### src/lpfd_pkg.sv
`timescale 1ns / 1ps
// Shared types and constants for the length-prefixed framer/deframer.
// No dependencies; every other file imports this package.
package lpfd_pkg;

    localparam int STORE_BYTES = 16384;
    localparam int CNT_W       = $clog2(STORE_BYTES + 1);
    localparam int ADDR_W      = $clog2(STORE_BYTES);
    localparam int CFG_W       = 15;
    localparam int PEND_W      = 15;
    localparam int HDR_BYTES   = 4;
    localparam int MIN_FRAME   = 5;
    localparam int MAX_RESET   = 16384;

    localparam logic [CNT_W-1:0] HDR_CNT   = CNT_W'(HDR_BYTES);
    localparam logic [CFG_W-1:0] CFG_RESET = CFG_W'(MAX_RESET);

    typedef enum logic [1:0] {
        OP_WRITE = 2'd0,
        OP_FLUSH = 2'd1,
        OP_READ  = 2'd2,
        OP_RECV  = 2'd3
    } op_t;

    typedef enum logic [1:0] {
        ST_OK      = 2'd0,
        ST_BUSY    = 2'd1,
        ST_BAD_LEN = 2'd2
    } status_t;

    typedef struct packed {
        logic [7:0]        data;
        logic              valid;
        logic              last;
        status_t           status;
        logic [PEND_W-1:0] pending;
        logic              use_mem;
    } res_t;

endpackage

### src/lpfd_rx.sv
`timescale 1ns / 1ps
// Receive path: header collection, length check and payload pass-through.
// Depends on lpfd_pkg.
module lpfd_rx
    import lpfd_pkg::*;
(
    input  logic       clk,
    input  logic       rst_n,
    input  logic       fire,
    input  logic [7:0] data_in,
    output res_t       res
);

    logic [23:0] header_reg, header_next;
    logic [31:0] count_reg, count_next;
    logic [31:0] len_reg, len_next;

    logic [31:0] count_inc;
    logic [31:0] full_len;
    logic        in_header;

    assign in_header = (count_reg < 32'(HDR_BYTES));
    assign count_inc = count_reg + 32'd1;
    assign full_len  = {data_in, header_reg};

    always_comb
    begin
        header_next = header_reg;
        count_next  = count_reg;
        len_next    = len_reg;
        res         = '0;
        res.status  = ST_OK;
        if (fire)
        begin
            if (in_header)
            begin
                count_next = count_inc;
                case (count_reg[1:0])
                    2'd0:    header_next = {16'h0000, data_in};
                    2'd1:    header_next = {header_reg[23:16], data_in, header_reg[7:0]};
                    2'd2:    header_next = {data_in, header_reg[15:0]};
                    default:
                    begin
                        len_next = full_len;
                        if (full_len < 32'(HDR_BYTES))
                        begin
                            res.status  = ST_BAD_LEN;
                            count_next  = '0;
                            header_next = '0;
                        end
                        else if (full_len == 32'(HDR_BYTES))
                        begin
                            count_next  = '0;
                            header_next = '0;
                        end
                    end
                endcase
            end
            else
            begin
                res.data   = data_in;
                res.valid  = 1'b1;
                count_next = count_inc;
                if (count_inc >= len_reg)
                begin
                    res.last    = 1'b1;
                    count_next  = '0;
                    header_next = '0;
                end
            end
        end
    end

    always_ff @(posedge clk or negedge rst_n)
    begin
        if (!rst_n)
        begin
            header_reg <= '0;
            count_reg  <= '0;
            len_reg    <= '0;
        end
        else
        begin
            header_reg <= header_next;
            count_reg  <= count_next;
            len_reg    <= len_next;
        end
    end

endmodule

### config.mk
export PLATFORM = sky130hd
export DESIGN_NAME = lpfd_rx
export DESIGN_NICKNAME = d
export VERILOG_FILES = /design/src/lpfd_pkg.sv /design/src/lpfd_rx.sv
export SDC_FILE = /design/constraint.sdc
export NUM_CORES = 1
export LEC_CHECK = 0
export BUFFER_PORTS_ARGS = -buffer_cell sky130_fd_sc_hd__buf_2
export CAP_MARGIN = 10
export CORE_MARGIN = 1
export CORE_UTILIZATION = 40
export DETAILED_ROUTE_END_ITERATION = 12
export HOLD_SLACK_MARGIN = 0.08
export PLACE_DENSITY = 0.63
export SLEW_MARGIN = 25
export SYNTH_ARGS = -nofsm -noshare
export SYNTH_HDL_FRONTEND = slang
export SYNTH_SLANG_ARGS = --single-unit
export TNS_END_PERCENT = 100
### constraint.sdc
create_clock -name clk -period 5 [get_ports clk]
set_input_delay 1.25 -clock clk [delete_from_list [all_inputs] [get_ports clk]]
set_output_delay 1.25 -clock clk [all_outputs]
set_load 0.02 [all_outputs]
==> metrics.yaml <==
slowest_delay_ps: 400
yosys-top-cells-count: "dfrtp_1, nand2_1, o21ai_0"
cp.arrival_ps: 3620
synth_top_area_share: 0.415
portBuffers: 21
worstPathRequired_ps: 3750
worst_pin_slew_ps: 992
hold_class: "register to register"
core_sq_mm: 0.0128
slowest_stage: "nor4_4"
finalCriticalPeriod_ps: 4870
drc: 0
netlist_area_sq_mm: 0.00530
syn_area_per_cell_sq_um: 9.37
yosysWarnings: 0
antenna_left: 0
slew_headroom: 0.339
synthMostInstantiatedCell: "dfrtp_1"
endpoint_kind: "primary output"
wl_per_cell_um: 17.1
synthToLayoutAreaGrowth_pct: 14.8
worstPathMaxFanout: 5
drt_iter0_drc: 283
ios: 39
first_global_vias: 4129
final_max_slew_viol_count: 0
wl_um: 13300
pwr-share-comb: 0.119
antenna_found_initial: 0
crit_chain: "nand4_1, buf_4, nor4_4, and4_4, and3_4, xnor2_1, ha_1, nand4_1, nor4_4, nand2_2, a31oi_4, nor2_2, nor2_1, buf_4"
grt_pass1_wl_um: 21600
whs_ps: 522
p_leak_nw: 2.83
overflow: 0
cts_buffer_depth: 2
seqPwrFrac: 0.469
instances_no_fill: 780
swShare: 0.276
drive_gt1_frac: 0.181
power_switching_mw: 0.456
outcome: "completed"
numCtsBuffers: 9
grt_use_total: 0.209
clockPowerShare: 0.412
synth_enable_flop_cells: 0
clkSinkCount: 88
crit_buf_inv: 2
fp.dieW_um: 117
ir_drop_mv: 0.186
die_h_um: 117
rows: 41
drt-vias-per-instance: 5.42
start_util: 0.415
worst_clock_skew_ps: 7.63
ys_seq_elements: 88
crit_type: "register to primary output"
r2r-end: "count_reg[30]$_DFFE_PN0P_"
timing.fmax_mhz: 206
htreeDepth: 3
synth_area_leaders: "dfrtp_1, ha_1, nand2_1, o21ai_0, a22o_1"
synth-seq-area-share: 0.415
syn_inst: 566
crit_family: "simple AND/OR/NAND/NOR gates"
start_kind: "register"
insertion_delay_ps: 340
drt_first_pass_iters: 5
setup_violations: 0
synthArstFlopShare: 1.00
fin_crit_sh: 0.973
max_cap_viol_count: 0
hold_buffers: 0
pwr_density_cell_mw_per_mm2: 272
grt_max_degree: 89
hold_depth: 2
synth_largest_area_cell: "dfrtp_1"
reg2reg_depth: 15
r2r_start: "count_reg[7]$_DFFE_PN0P_"
holdPathEnd: "len_reg[21]$_DFFE_PN0P_"
synth_cell_types: 54
rrSetupSlack_ps: 650
min_from: "header_reg[21]$_DFFE_PN0P_"
dp.cells: 741
cts_root_buffer: "clkbuf_16"
num_vias: 4225
cts_tree: "built"
intPower_mw: 1.20
fin_nets: 651
path_clk_slew_ps: 60
antenna_cells: 0
hold_viol_final: 0
dp_hpwl_um: 9460
die_area_sq_mm: 0.0137
synth_ff_type: "dfrtp_1"
globalplace.congestion: 0.863
## final cells by class
class | count | area, sq um
inverter | 40 | 150
fill | 1194 | 6690
sequential | 88 | 2210
clock buffer | 11 | 233
timing repair buffer | 52 | 347
multi-input combinational | 412 | 2860
tap | 172 | 215
clock inverter | 5 | 66.3
## cell usage in the layout, fill, tap and decap left out, drive strengths merged, types with 2 or more instances in the layout
cell     count
ha          37
and3        17
o2bb2ai     20
a21oi       16
nand2b       4
clkinv       2
nor2        21
conb        17
dfrtp       88
o21ai       53
nand4       11
or3          2
clkbuf      11
xnor2       22
nand3       18
buf         52
and2        11
nor3         8
a211o        2
inv         41
a22o        24
nor4        20
a31oi        3
o31ai        3
xor2         7
and4         3
nand3b       3
nor3b        2
nand2       77
## worst min-delay path: cells and delay by family, from the launching register on
family / cells / cell delay, ps
simple gates: 1 / 50
flops: 1 / 370
compound gates: 1 / 70
## worst max path at each step
| stage | slack (ps) | end | cells past startpoint | from |
|---|---|---|---|---|
| 2_1_floorplan | 390 | res[18] | 14 | count_reg[0]$_DFFE_PN0P_ |
| 3_3_place_gp | 220 | res[18] | 13 | count_reg[7]$_DFFE_PN0P_ |
| 3_5_place_dp | 80 | res[18] | 13 | count_reg[7]$_DFFE_PN0P_ |
| 4_1_cts | 9 | res[18] | 13 | count_reg[7]$_DFFE_PN0P_ |
| 5_1_grt | -60 | res[18] | 14 | count_reg[5]$_DFFE_PN0P_ |
| 6_report | 130 | res[18] | 14 | count_reg[7]$_DFFE_PN0P_ |
## routing by layer
metal / GRT usage / up-vias / part of all wire
met5: 0 / - / 0
met4: 0.0608 / 0 / 0.022
met3: 0.0366 / 24 / 0.036
met2: 0.361 / 99 / 0.51
met1: 0.270 / 2069 / 0.44
li1: - / 2033 / -
## cells by family after synthesis
family                   share of synthesized area
adder cells (fa/ha/maj)                     0.0873
buffers and inverters                       0.0767
flip-flops                                   0.415
XOR/XNOR                                    0.0479
AO/OA/AOI/OAI                                0.169
other                                     0.000707
AND/OR/NAND/NOR                              0.199
multiplexers                               0.00401
## per-stage QoR
stage | setup slack [ps] | cell area, sq um | power, mW | TNS [ps] | utilization
final | 134 | 6090 | 1.65 | 0 | 0.477
after global routing | -56.1 | 6090 | 1.73 | -56.1 | 0.477
after detailed placement | 81.6 | 5490 | 0.968 | 0 | 0.430
after CTS | 8.85 | 5850 | 1.65 | 0 | 0.458
after floorplan | 394 | 5360 | 0.920 | 0 | -
after global placement | 221 | 5490 | 0.960 | 0 | 0.430
## power by group through the flow
stage          Clock, mW  Combinational (mW)  Sequential, mW
2_1_floorplan          0               0.156           0.764
3_3_place_gp           0               0.182           0.778
3_5_place_dp           0               0.187           0.781
4_1_cts            0.690               0.189           0.769
5_1_grt            0.726               0.221           0.779
6_report           0.681               0.197           0.776
## timing repair
action	in CTS	in global routing
gates resized for setup	6	29
setup endpoints to repair	1	1
pin swaps	3	13
buffers inserted	5	18
No activity file was read; power rests on OpenSTA's default activity.
